<file path="src/rtl/sfmt_pkg.sv">
`timescale 1ns / 1ps
package sfmt_pkg;

  localparam int MAG_W         = 32;
  localparam int DIGIT_W       = 4;
  localparam int NUM_DIGITS    = 10;
  localparam int BCD_W         = NUM_DIGITS * DIGIT_W;
  localparam int BITS_PER_STEP = 4;
  localparam int STEPS         = MAG_W / BITS_PER_STEP;
  localparam int STEP_CNT_W    = $clog2(STEPS);
  localparam int DIGIT_IDX_W   = $clog2(NUM_DIGITS);
  localparam int CHAR_W        = 6;

  localparam logic [CHAR_W-1:0] CHAR_ZERO  = 6'd48;
  localparam logic [CHAR_W-1:0] CHAR_NINE  = 6'd57;
  localparam logic [CHAR_W-1:0] CHAR_MINUS = 6'd45;

  localparam logic [DIGIT_W-1:0] DIGIT_FIVE  = 4'd5;
  localparam logic [DIGIT_W-1:0] DIGIT_THREE = 4'd3;

  typedef struct packed {
    logic             neg;
    logic [BCD_W-1:0] bcd;
  } entry_t;

  // Shift-add-3: fold the next BITS_PER_STEP magnitude bits, MSB first, into the BCD word.
  function automatic logic [BCD_W-1:0] dabble_step(
    input logic [BCD_W-1:0]         bcd_in,
    input logic [BITS_PER_STEP-1:0] bits
  );
    logic [BCD_W-1:0] r;
    r = bcd_in;
    for (int b = BITS_PER_STEP - 1; b >= 0; b--) begin
      for (int d = 0; d < NUM_DIGITS; d++) begin
        if (r[d*DIGIT_W +: DIGIT_W] >= DIGIT_FIVE) begin
          r[d*DIGIT_W +: DIGIT_W] = r[d*DIGIT_W +: DIGIT_W] + DIGIT_THREE;
        end
      end
      r = {r[BCD_W-2:0], bits[b]};
    end
    return r;
  endfunction

endpackage

</file>
<file path="src/rtl/signed_decimal_ascii_formatter_unit.sv">
`timescale 1ns / 1ps
// Channel  Dir  Data                          Flags
// s_*      in   tdata[31:0] value (signed)    -
// m_*      out  tdata[5:0] character, 7:6 0   tlast = last character of a value
//
// Front: accept, then 8 shift-add-3 steps of 4 bits, then hand off to the queue.
// Back: load, then one beat per cycle while m_tready is high, 1 to 11 beats per value.
// The QUEUE_DEPTH entry queue lets the front convert the next value
// while the back waits on m_tready.
// Reset: synchronous; no clearing pass.
module signed_decimal_ascii_formatter_unit #(
  parameter int QUEUE_DEPTH = 2
) (
  input  logic        clk,
  input  logic        rst,
  input  logic        s_tvalid,
  output logic        s_tready,
  input  logic [31:0] s_tdata,   // [31:0] value
  output logic        m_tvalid,
  input  logic        m_tready,
  output logic [7:0]  m_tdata,   // [5:0] character, [7:6] zero
  output logic        m_tlast
);
  import sfmt_pkg::*;

  entry_t push_entry;
  entry_t pop_entry;
  logic   push;
  logic   pop;
  logic   full;
  logic   empty;

  sfmt_front u_front (
    .clk        (clk),
    .rst        (rst),
    .s_tvalid   (s_tvalid),
    .s_tready   (s_tready),
    .s_tdata    (s_tdata),
    .push       (push),
    .push_entry (push_entry),
    .full       (full)
  );

  sfmt_queue #(
    .DEPTH (QUEUE_DEPTH)
  ) u_queue (
    .clk        (clk),
    .rst        (rst),
    .push       (push),
    .push_entry (push_entry),
    .full       (full),
    .pop        (pop),
    .pop_entry  (pop_entry),
    .empty      (empty)
  );

  sfmt_back u_back (
    .clk       (clk),
    .rst       (rst),
    .pop       (pop),
    .pop_entry (pop_entry),
    .empty     (empty),
    .m_tvalid  (m_tvalid),
    .m_tready  (m_tready),
    .m_tdata   (m_tdata),
    .m_tlast   (m_tlast)
  );

endmodule

</file>
<file path="src/rtl/sfmt_front.sv">
`timescale 1ns / 1ps
module sfmt_front (
  input  logic                  clk,
  input  logic                  rst,
  input  logic                  s_tvalid,
  output logic                  s_tready,
  input  logic [31:0]           s_tdata,
  output logic                  push,
  output sfmt_pkg::entry_t      push_entry,
  input  logic                  full
);
  import sfmt_pkg::*;

  typedef enum logic [2:0] {
    IDLE = 3'b001,
    CONV = 3'b010,
    DONE = 3'b100
  } front_state_t;

  front_state_t          state;
  logic [STEP_CNT_W-1:0] step_cnt;
  logic [MAG_W-1:0]      mag;
  logic [BCD_W-1:0]      bcd;
  logic                  neg;

  assign s_tready         = (state == IDLE);
  assign push             = (state == DONE) && !full;
  assign push_entry.neg   = neg;
  assign push_entry.bcd   = bcd;

  always_ff @(posedge clk) begin
    if (rst) begin
      state    <= IDLE;
      step_cnt <= '0;
    end else begin
      case (state)
        IDLE: begin
          step_cnt <= '0;
          if (s_tvalid) begin
            state <= CONV;
          end
        end
        CONV: begin
          step_cnt <= step_cnt + 1'b1;
          if (step_cnt == STEP_CNT_W'(STEPS - 1)) begin
            state <= DONE;
          end
        end
        DONE: begin
          if (!full) begin
            state <= IDLE;
          end
        end
        default: begin
          state <= IDLE;
        end
      endcase
    end
  end

  always_ff @(posedge clk) begin
    if (s_tvalid && s_tready) begin
      neg <= s_tdata[MAG_W-1];
      mag <= s_tdata[MAG_W-1] ? (~s_tdata + 32'd1) : s_tdata;
      bcd <= '0;
    end else if (state == CONV) begin
      bcd <= dabble_step(bcd, mag[MAG_W-1 -: BITS_PER_STEP]);
      mag <= {mag[MAG_W-BITS_PER_STEP-1:0], {BITS_PER_STEP{1'b0}}};
    end
  end

endmodule

</file>
<file path="src/rtl/sfmt_queue.sv">
`timescale 1ns / 1ps
module sfmt_queue #(
  parameter int DEPTH = 2
) (
  input  logic             clk,
  input  logic             rst,
  input  logic             push,
  input  sfmt_pkg::entry_t push_entry,
  output logic             full,
  input  logic             pop,
  output sfmt_pkg::entry_t pop_entry,
  output logic             empty
);
  import sfmt_pkg::*;

  localparam int PTR_W = $clog2(DEPTH);
  localparam int CNT_W = $clog2(DEPTH + 1);

  entry_t             mem [DEPTH];
  logic [PTR_W-1:0]   wr_ptr;
  logic [PTR_W-1:0]   rd_ptr;
  logic [CNT_W-1:0]   count;

  assign full      = (count == CNT_W'(DEPTH));
  assign empty     = (count == '0);
  assign pop_entry = mem[rd_ptr];

  always_ff @(posedge clk) begin
    if (rst) begin
      wr_ptr <= '0;
      rd_ptr <= '0;
      count  <= '0;
    end else begin
      if (push && !full) begin
        wr_ptr <= (wr_ptr == PTR_W'(DEPTH - 1)) ? '0 : wr_ptr + 1'b1;
      end
      if (pop && !empty) begin
        rd_ptr <= (rd_ptr == PTR_W'(DEPTH - 1)) ? '0 : rd_ptr + 1'b1;
      end
      case ({push && !full, pop && !empty})
        2'b10:   count <= count + 1'b1;
        2'b01:   count <= count - 1'b1;
        default: count <= count;
      endcase
    end
  end

  always_ff @(posedge clk) begin
    if (push && !full) begin
      mem[wr_ptr] <= push_entry;
    end
  end

endmodule

</file>
<file path="src/rtl/sfmt_back.sv">
`timescale 1ns / 1ps
module sfmt_back (
  input  logic             clk,
  input  logic             rst,
  output logic             pop,
  input  sfmt_pkg::entry_t pop_entry,
  input  logic             empty,
  output logic             m_tvalid,
  input  logic             m_tready,
  output logic [7:0]       m_tdata,
  output logic             m_tlast
);
  import sfmt_pkg::*;

  logic                   active;
  logic                   sign_pending;
  logic [BCD_W-1:0]       bcd;
  logic [DIGIT_IDX_W-1:0] idx;
  logic [DIGIT_IDX_W-1:0] msd_idx;
  logic [DIGIT_W-1:0]     digit;
  logic [CHAR_W-1:0]      character;

  always_comb begin
    msd_idx = '0;
    for (int d = 0; d < NUM_DIGITS; d++) begin
      if (pop_entry.bcd[d*DIGIT_W +: DIGIT_W] != '0) begin
        msd_idx = DIGIT_IDX_W'(d);
      end
    end
  end

  assign pop       = !active && !empty;
  assign digit     = bcd[idx*DIGIT_W +: DIGIT_W];
  assign character = sign_pending ? CHAR_MINUS : CHAR_ZERO + {2'b00, digit};
  assign m_tvalid  = active;
  assign m_tdata   = {{(8 - CHAR_W){1'b0}}, character};
  assign m_tlast   = !sign_pending && (idx == '0);

  always_ff @(posedge clk) begin
    if (rst) begin
      active <= 1'b0;
    end else if (pop) begin
      active <= 1'b1;
    end else if (m_tvalid && m_tready && m_tlast) begin
      active <= 1'b0;
    end
  end

  always_ff @(posedge clk) begin
    if (pop) begin
      sign_pending <= pop_entry.neg;
      bcd          <= pop_entry.bcd;
      idx          <= msd_idx;
    end else if (m_tvalid && m_tready) begin
      if (sign_pending) begin
        sign_pending <= 1'b0;
      end else if (idx != '0) begin
        idx <= idx - 1'b1;
      end
    end
  end

endmodule

</file>
<file path="config.mk">
export PLATFORM = sky130hd
export DESIGN_NAME = signed_decimal_ascii_formatter_unit
export DESIGN_NICKNAME = d
export VERILOG_FILES = /design/src/rtl/sfmt_pkg.sv /design/src/rtl/signed_decimal_ascii_formatter_unit.sv /design/src/rtl/sfmt_front.sv /design/src/rtl/sfmt_queue.sv /design/src/rtl/sfmt_back.sv
export SDC_FILE = /design/constraint.sdc
export NUM_CORES = 1
export LEC_CHECK = 0
export ABC_AREA = 1
export BUFFER_PORTS_ARGS = -buffer_cell sky130_fd_sc_hd__buf_2
export CORE_AREA = 5 5 160 162
export DETAILED_ROUTE_END_ITERATION = 10
export DIE_AREA = 0 0 165 167
export PLACE_DENSITY = 0.71
export SLEW_MARGIN = 20
export SYNTH_ARGS = -nofsm -noshare
export SYNTH_HDL_FRONTEND = slang
export SYNTH_SLANG_ARGS = --single-unit
</file>
<file path="constraint.sdc">
create_clock -name clk -period 9.8 [get_ports clk]
set_input_delay 0 -clock clk [delete_from_list [all_inputs] [get_ports clk]]
set_output_delay 0 -clock clk [all_outputs]
set_load 0.02 [all_outputs]
</file>
==> results of run 1 <==
## per-stage QoR
stage / worst slack (ns) / std cells
after floorplan: 5.93 / 1533
after global placement: 6.62 / 1873
after detailed placement: 6.44 / 1873
after CTS: 6.42 / 1950
after global routing: 6.05 / 1950
final: 6.37 / 1950
## placed cells by master (no fill, tap or decap), types with 5 or more instances in the layout
cell type        n
nor3_1           9
dlygate4sd3_1   37
mux2i_1         18
or2_2            7
o211ai_1         8
buf_2           43
xor2_1          20
dfxtp_1         51
inv_1          224
nand3_1        122
nor2_1          53
o21ai_0         90
clkbuf_1         6
nand2_1        350
inv_2            9
a21o_1           6
o21ai_2         13
clkbuf_16       24
buf_4            6
a21oi_1         37
ha_1            46
o21ai_1         13
edfxtp_1       160
xnor2_1         11
mux2_2          18
o22ai_1         12
nand3_2         30
nand2_2         74
a31oi_1          5
nor4_1          12
nand2_4         15
nand4_1         45
nand3_4          5
## logic make-up after synthesis
| kind of cell | synth area share [%] |
|---|---|
| AND/OR/NAND/NOR | 28.7 |
| other | 0.0578 |
| buffers and inverters | 7.89 |
| flip-flops | 45.0 |
| multiplexers | 2.95 |
| XOR/XNOR | 2.09 |
| AO/OA/AOI/OAI | 8.85 |
| adder cells (fa/ha/maj) | 4.43 |
## synthesized netlist by cell type (3+ instances only)
master and n:
nand2_1 350, inv_1 226, edfxtp_1 160, nand3_1 122
o21ai_0 90, nand2_2 74, nor2_1 55, dfxtp_1 52
ha_1 46, nand4_1 45, a21oi_1 38, nand3_2 30
clkbuf_1 21, xor2_1 20, mux2_2 18, mux2i_1 18
nand2_4 15, o21ai_1 13, o21ai_2 13, nor4_1 12
o22ai_1 12, xnor2_1 11, nor3_1 9, o211ai_1 8
inv_2 7, or2_2 7, a21o_1 6, buf_2 6
a31oi_1 5, buf_4 5, nand3_4 5, and2_4 4
nand3b_1 4, o221ai_1 4, a31o_2 3
## final timing paths
kind	from	endpoint	slack [ns]
setup / recovery	u_front.bcd[33]	u_front.bcd[37]	6.37
hold / removal	rst	u_front.state[2]	0.32
setup reg to reg	u_front.bcd[33]	u_front.bcd[37]	6.37
hold reg to reg	u_front.mag[28]	u_front.bcd[0]	0.44
## metal layers
metal	wire length (microns)	up-vias	part of all wire (%)
li1	-	5303	-
met1	12200	4811	45
met2	13000	212	48
met3	1220	30	4.6
met4	408	0	1.5
met5	0	-	0
## power groups by stage
stage          registers, mW  clock network, mW  logic (mW)
2_1_floorplan           1.34                  0        2.64
3_3_place_gp            1.39                  0        3.07
3_5_place_dp            1.40                  0        3.16
4_1_cts                 1.38              0.858        3.20
5_1_grt                 1.40              0.901        3.63
6_report                1.38              0.847        3.19
## sequential cells by signal, summed over array words and instances (netlist names), named ones only
signal	flops
u_back.bcd	40
u_back.idx	4
u_back.m_tvalid	1
u_back.sign_pending	1
u_front.bcd	40
u_front.mag	32
u_front.neg	1
u_front.state	3
u_front.step_cnt	3
u_queue.count	2
u_queue.mem	82
u_queue.rd_ptr	1
u_queue.wr_ptr	1
## critical path, delay by kind of cell (launching register included)
family / cells / cell delay, ns
xor gates and xnor gates: 1 / 0.26
DFF: 1 / 0.40
buffers and inverters: 5 / 0.34
AOI/OAI and AO/OA: 1 / 0.17
and+or+nand+nor: 15 / 1.47
adders and majority gates: 4 / 0.74
## layout make-up
| cell class | count | area, sq um | area share [%] |
|---|---|---|---|
| multi-input cells | 1055 | 6140 | 41.9 |
| flip-flops and latches | 212 | 5850 | 39.9 |
| inverters | 233 | 875 | 5.97 |
| clock buffers | 32 | 651 | 4.44 |
| repair buffers | 86 | 631 | 4.31 |
| well taps | 324 | 405 | 2.77 |
| clock inverters | 8 | 96.3 | 0.658 |
==> summary.md, run 1 <==
| Metric | Value |
|---|---|
| Final clock skew | `0.0158 ns` |
| Hold_buf cts | `37` |
| Routed wire length | `26.8 mm` |
| Count of input and output buffers | `43` |
| Layout cell share with drive strength beyond 1 | `16.5%` |
| Reg power frac | `25.5%` |
| P_leak | `6.97 nW` |
| DIE AREA | `27600 sq um` |
| Syn-to-layout area delta | `12.8%` |
| First-pass GRT wire length | `44.5 mm` |
| Gate power share | `58.9%` |
| Fraction of synthesized cell area taken by the top area cell type | `37.0%` |
| Post-route setup TNS | `0 ns` |
| Hold WC Path Type | `in2reg` |
| Max-cap violation count | `0` |
| Die X | `165 microns` |
| CP endpoint kind | `register` |
| Gr busiest metal | `met2` |
| Clock sink count | `212` |
| Total track usage | `19.1%` |
| WL per Instance | `13.8 microns` |
| RSZ-0062 raised after global routing | `no` |
| Register bit total from synthesis | `212` |
| Slowest stage delay, CP | `0.40 ns` |
| Worst Path Max Fanout | `5` |
| Slew Limit Fails | `0` |
| CTS clk-pin slew, worst paths | `0.06 ns` |
| TritonCTS Buffers | `22` |
| Die Y | `167 microns` |
| Vias per cell | `5.31` |
| Distinct cells, synth | `47` |
| GR Util met3 | `2.79%` |
| Final hold viol count | `0` |
| N_diodes | `0` |
| Gpl congestion | `0.867` |
| Htree depth | `1` |
| HPWL after DPL | `18.8 mm` |
| Crit Path Class | `reg2reg` |
| Hold_ws | `0.324 ns` |
| Antenna Nets Post-Route | `0` |
| Worst path required time | `10.19 ns` |
| Vias in the first global route | `9740` |
| Fill cells | `2071` |
| YS warnings | `0` |
| Nets | `1692` |
| Clock Power Share | `15.6%` |
| Longest Clk Path Bufs | `3` |
| # IOs | `47` |
| # DRC | `0` |
| PwrDens | `370 nW/um^2` |
| Final setup violation count | `0` |
| Met1 Use GR | `26.0%` |
| Psw | `2.57 mW` |
| Leading area contributor after synthesis | `edfxtp_1` |
| Final core utilization | `61.1%` |
| CP dominant cell by count | `nand2_1` |
| Worst skew pair latency | `0.50 ns` |
| Startpoint type of the worst setup path | `register` |
| Total grt overflow | `0` |
| Met2 Use GR | `32.6%` |
| CTS tree | `yes` |
| Final Cell Area | `14600 sq um` |
| DRT iter0 DRCs | `623` |
| Sw frac | `47.5%` |
| Pin count of the biggest net entering global routing | `55` |
| Row Count | `57` |
| CTS Root Cell | `clkbuf_16` |
| Worst-margin pin slew | `0.970 ns` |
| Antenna violations before repair | `0` |
| Cells on Worst Hold Path | `3` |
| Headroom to the max-slew limit | `35.2%` |
| CP max stage cell | `dfxtp_1` |
| Synthesized area | `13000 sq um` |
| Post-synth ARST share | `0%` |
| PostCTS Resize Cnt | `0` |
| Gate Count Post-Synth | `1532` |
| Sequential area share after synthesis | `45.0%` |
| P_int | `2.84 mW` |
| Starting Density | `54.2%` |
| Main area contributors after synthesis | `edfxtp_1 (37%), nand2_1 (10%), dfxtp_1 (8.0%), inv_1 (6.5%), nand3_1 (4.7%)` |
| Mean Syn Cell Area | `8.48 sq um` |
| Outcome | `finished, final reports clean` |
| Period utilization | `35.0%` |
| Worst vdd ir | `0.000164 V` |
| Arrival time at the worst endpoint | `3.83 ns` |
| Core Area | `24000 sq um` |
| R2R depth | `26` |
| Synth Flop Type | `edfxtp_1` |
| Total iterations of the first detailed-routing run | `5` |
| Dpl cell area | `13500 sq um` |
| Tot Pwr | `5.42 mW` |
| Post-synth EDFFs | `160` |
| Tmin final | `3.43 ns` |
| Via count | `10356` |
| Post-CTS Setup Inserts | `0` |
| Peak Freq | `291 MHz` |
No activity file was read; power rests on OpenSTA's default activity.
==> run 2: changes to the inputs <==
clock period = 3.4 ns   (was 9.8 ns; I/O delays follow)
==> run 2 against run 1 <==
Net effect: final cell count increased by 0.41%; sequential power increased to 2.9 times the previous value; critical path type unchanged; via count increased by 0.17%.
==> summary.md, run 2 (synthesis results as in run 1) <==
| Metric | Value |
|---|---|
| Outcome | `finished, final reports clean` |
| DRT iter0 DRCs | `477` |
| Hold Path Origin | `rst` |
| Worst Path Max Fanout | `5` |
| Core Area | `24000 sq um` |
| CTS tree | `yes` |
| # IOs | `47` |
| Period utilization | `92.6%` |
| Hold WC Path Type | `in2reg` |
| Total iterations of the first detailed-routing run | `7` |
| P_leak | `7.03 nW` |
| Final clock skew | `0.0145 ns` |
| Max-cap violation count | `0` |
| # DRC | `0` |
| Syn-to-layout area delta | `14.3%` |
| Setup WS pre-CTS | `0.0325 ns` |
| Startpoint type of the worst setup path | `register` |
| Psw | `7.49 mW` |
| Setup crit start | `u_front.bcd[32]` |
| Worst vdd ir | `0.000455 V` |
| Commonest non-fill, non-tap cell in the layout | `nand2_1` |
| Final non-filler cell total | `1958` |
| Worst-margin pin slew | `0.875 ns` |
| Reg2reg start | `u_front.bcd[32]` |
| HPWL after DPL | `18.9 mm` |
| Gpl congestion | `0.820` |
| Post-route setup TNS | `0 ns` |
| Reg power frac | `25.4%` |
| Starting Density | `54.2%` |
| Final hold viol count | `0` |
| Sw frac | `47.4%` |
| Nets | `1701` |
| Largest registers | `u_queue.mem: 82 flops, u_back.bcd: 40 flops, u_front.bcd: 40 flops` |
| Worst setup margin | `0.252 ns` |
| Pin count of the biggest net entering global routing | `57` |
| Slew Limit Fails | `0` |
| Max FFs per register | `82` |
| Hold_ws | `0.290 ns` |
| Die X | `165 microns` |
| Worst path required time | `3.79 ns` |
| DIE AREA | `27600 sq um` |
| Most frequent cells in the layout | `nand2_1 (342), inv_1 (220), edfxtp_1 (160), nand3_1 (115), o21ai_0 (89)` |
| WL per Instance | `13.6 microns` |
| Total track usage | `19.1%` |
| Largest reg by FF count | `u_queue.mem` |
| CP endpoint kind | `register` |
| Headroom to the max-slew limit | `41.1%` |
| Layout cell share with drive strength beyond 1 | `18.9%` |
| Clock sink count | `212` |
| Routed wire length | `26.6 mm` |
| Count of input and output buffers | `43` |
| Crit Path Class | `reg2reg` |
| Vias per cell | `5.30` |
| Peak Freq | `318 MHz` |
| TritonCTS Buffers | `22` |
| Arrival time at the worst endpoint | `3.54 ns` |
| Htree depth | `1` |
| Final setup violation count | `0` |
| PwrDens | `1060 nW/um^2` |
| Vias in the first global route | `9727` |
| Antenna Nets Post-Route | `0` |
| Via count | `10374` |
| Total grt overflow | `0` |
| Final core utilization | `61.9%` |
| RSZ-0062 raised after global routing | `yes` |
| Longest Clk Path Bufs | `3` |
| Antenna violations before repair | `0` |
| CTS Root Cell | `clkbuf_16` |
| CTS clk-pin slew, worst paths | `0.06 ns` |
| P_int | `8.30 mW` |
| Gate power share | `59.3%` |
| Placed cell count | `1879` |
| Worst skew pair latency | `0.50 ns` |
| Die Y | `167 microns` |
| First-pass GRT wire length | `44.7 mm` |
| Row Count | `57` |
| Clock Power Share | `15.4%` |
| N_diodes | `0` |
| Tmin final | `3.15 ns` |
run 2: worst paths after layout:
kind                    endpoint  slack [ns]  depth (start not counted)
max              u_front.bcd[37]        0.25                         27
min          u_front.step_cnt[2]        0.29                          3
max reg2reg      u_front.bcd[37]        0.25                         27
min reg2reg       u_front.bcd[0]        0.45                          2
run 2: cell type report:
cell class | count | area (sq um)
Multi-Input combinational cell | 1055 | 6230
Sequential cell | 212 | 5850
Clock buffer | 35 | 701
Timing Repair Buffer | 95 | 723
Clock inverter | 4 | 48.8
Fill cell | 1975 | 9120
Inverter | 233 | 875
Tap cell | 324 | 405
run 2: metal layers:
metal,share of wire [%],vias up,global-route usage [%]
li1,-,5326,-
met3,4.9,24,2.79
met2,48,205,32.7
met1,46,4819,26.4
met4,1.1,0,2.97
met5,0,-,0
run 2: timing repair:
| action | in CTS | in global routing |
|---|---|---|
| buffers inserted | 0 | 3 |
| setup endpoints to repair | 0 | 9 |
| endpoints found under the hold margin | 46 | 0 |
| hold buffers | 37 | 0 |
| resized for setup | 0 | 33 |
run 2: through the flow:
step                total power, mW  cell area [sq um]
detailed placement             13.2              13600
global route                   17.4              14800
finish                         15.8              14800
global placement               12.9              13600
floorplan                      11.5              13000
CTS                            15.7              14700
run 2: power groups by stage:
stage / combinational [mW] / clock (mW) / sequential, mW
2_1_floorplan: 7.61 / 0 / 3.87
3_3_place_gp: 8.85 / 0 / 4.02
3_5_place_dp: 9.12 / 0 / 4.04
4_1_cts: 9.24 / 2.47 / 3.99
5_1_grt: 10.7 / 2.58 / 4.07
6_report: 9.35 / 2.43 / 4.00
run 2: critical path, cell delays in order, from the launching register on:
cell and delay (ns):
dfxtp_2 0.34, inv_2 0.07, ha_2 0.17, inv_1 0.06, nand2_2 0.10, nand3_4 0.09, nand3_4 0.11, inv_1 0.07
ha_1 0.19, o21ai_2 0.16, nand2_2 0.09, nand2_2 0.09, nand2_1 0.07, inv_1 0.07, ha_1 0.14, inv_1 0.04
nand4_1 0.11, nand2_2 0.07, nand2_2 0.09, xor2_2 0.19, ha_2 0.23, nand2_1 0.07, nand3_2 0.09, nand2_1 0.08
nand2_1 0.06, nand3_1 0.06, nand2_1 0.09, inv_1 0.03
==> run 3: changes to the inputs <==
SETUP_SLACK_MARGIN = 0.5   (was not set)
==> run 3 against run 2 <==
Net effect: hold slack worse by 0.0062 ns; first-iteration DRC count is 64% higher; final cell count is 4.1% higher; global-route usage is 0.68 points higher; die area stayed put; via count is 6.4% higher; worst setup slack better by 0.098 ns; fmax is 3.2% higher; clock skew is 0.0051 ns lower; flip-flop and latch count stayed put; routed wire length is 12% higher.
==> summary.md, run 3 (synthesis results as in run 1) <==
| Metric | Value |
|---|---|
| Peak Freq | `328 MHz` |
| CP dominant cell by count | `buf_4` |
| Commonest non-fill, non-tap cell in the layout | `nand2_1` |
| R2R depth | `25` |
| Cells on Worst Hold Path | `3` |
| Worst-margin pin slew | `0.892 ns` |
| DIE AREA | `27600 sq um` |
| Slew Limit Fails | `0` |
| CTS clk-pin slew, worst paths | `0.06 ns` |
| Pin count of the biggest net entering global routing | `54` |
| CP endpoint kind | `register` |
| Worst path required time | `3.80 ns` |
| # DRC | `0` |
| Period utilization | `89.7%` |
| Worst Path Max Fanout | `4` |
| Clock sink count | `212` |
| Final setup violation count | `0` |
| Via count | `11042` |
| RSZ-0062 raised after global routing | `yes` |
| Final hold viol count | `0` |
| Hold WC Path Type | `in2reg` |
| Count of input and output buffers | `43` |
| WP depth | `25` |
| Tmin final | `3.05 ns` |
| Largest registers | `u_queue.mem: 82 flops, u_back.bcd: 40 flops, u_front.bcd: 40 flops` |
| Longest Clk Path Bufs | `3` |
| Crit Path Class | `reg2reg` |
| Core Area | `24000 sq um` |
| Total grt overflow | `0` |
| Headroom to the max-slew limit | `39.9%` |
| Routed wire length | `29.7 mm` |
| Post-route setup TNS | `0 ns` |
| CTS tree | `yes` |
| Arrival time at the worst endpoint | `3.45 ns` |
| WL per Instance | `14.6 microns` |
| CP top delay family | `buffers and inverters` |
| CP max stage cell | `dfxtp_2` |
| # IOs | `47` |
| Buf+Inv Stages, Crit Path | `10` |
| Starting Density | `54.2%` |
| Row Count | `57` |
| Die X | `165 microns` |
| Startpoint type of the worst setup path | `register` |
| Gpl congestion | `0.811` |
| N_diodes | `0` |
| First-pass GRT wire length | `46.0 mm` |
| Antenna Nets Post-Route | `0` |
| Syn-to-layout area delta | `24.7%` |
| Layout cell share with drive strength beyond 1 | `30.5%` |
| Outcome | `finished, final reports clean` |
| Vias per cell | `5.42` |
| HPWL after DPL | `19.1 mm` |
| Largest reg by FF count | `u_queue.mem` |
| Max FFs per register | `82` |
| Die Y | `167 microns` |
| Total track usage | `19.8%` |
| FF-to-FF setup slack | `0.35 ns` |
| Antenna violations before repair | `0` |
| Most frequent cells in the layout | `nand2_1 (300), inv_1 (183), edfxtp_1 (160), nand2_2 (100), nand3_1 (96)` |
| Slowest stage delay, CP | `0.34 ns` |
| TritonCTS Buffers | `22` |
| Nets | `1780` |
| Total iterations of the first detailed-routing run | `7` |
| CTS Root Cell | `clkbuf_16` |
| Htree depth | `1` |
| Max-cap violation count | `0` |
| Vias in the first global route | `10092` |
| Worst skew pair latency | `0.50 ns` |
| Final clock skew | `0.00936 ns` |
| DRT iter0 DRCs | `780` |
[run 3: worst reg2reg max path, delay by kind of cell, from the launching register on]
family / cells / cell delay (ns)
buf+inv: 10 / 0.96
simple gates: 11 / 0.95
compound gates: 2 / 0.43
flops: 1 / 0.34
fa+ha+maj: 2 / 0.30
[run 3: final timing paths]
check	startpoint	end
worst min register to register	u_queue.rd_ptr	register
worst max register to register	u_front.bcd[32]	u_front.bcd[37]
worst min-delay path	rst	u_front.step_cnt[1]
worst max-delay path	u_front.bcd[32]	u_front.bcd[37]
[run 3: metrics by stage]
stage	hold slack (ns)	cell area (sq um)	setup WS [ns]	util (%)	instances
after floorplan	0.0691	13000	0.479	-	1533
after global placement	0.248	13600	0.291	56.8	1879
after detailed placement	0.247	13600	0.0890	56.8	1879
after CTS	0.282	15100	0.474	63.2	1982
after global routing	0.296	16200	0.149	67.6	2038
final	0.284	16200	0.349	67.6	2038
[run 3: area by class of cell]
| class | count | area (sq um) |
|---|---|---|
| clock inverters | 13 | 135 |
| well taps | 324 | 405 |
| clock buffers | 27 | 611 |
| fillers | 1831 | 7770 |
| inverters | 233 | 902 |
| multi-input cells | 1055 | 6920 |
| repair buffers | 174 | 1310 |
| flip-flops and latches | 212 | 5910 |
[run 3: repair_timing]
item / CTS / global route
buffers inserted: 27 / 56
gates resized for setup: 78 / 177
endpoints found under the hold margin: 46 / 0
hold buffers: 36 / 0
pin swaps: 25 / 92
setup endpoints to repair: 31 / 44
[run 3: metal layers]
metal | part of all wire [%] | track usage (%) | up-vias
li1 | - | - | 5493
met3 | 5.8 | 3.24 | 42
met2 | 51 | 35.0 | 286
met5 | 0 | 0 | -
met4 | 1.3 | 3.07 | 0
met1 | 42 | 26.0 | 5221
Power of run 3 is not shown: default switching activity piles up to over one toggle a cycle in this logic, so the estimate is an artifact.
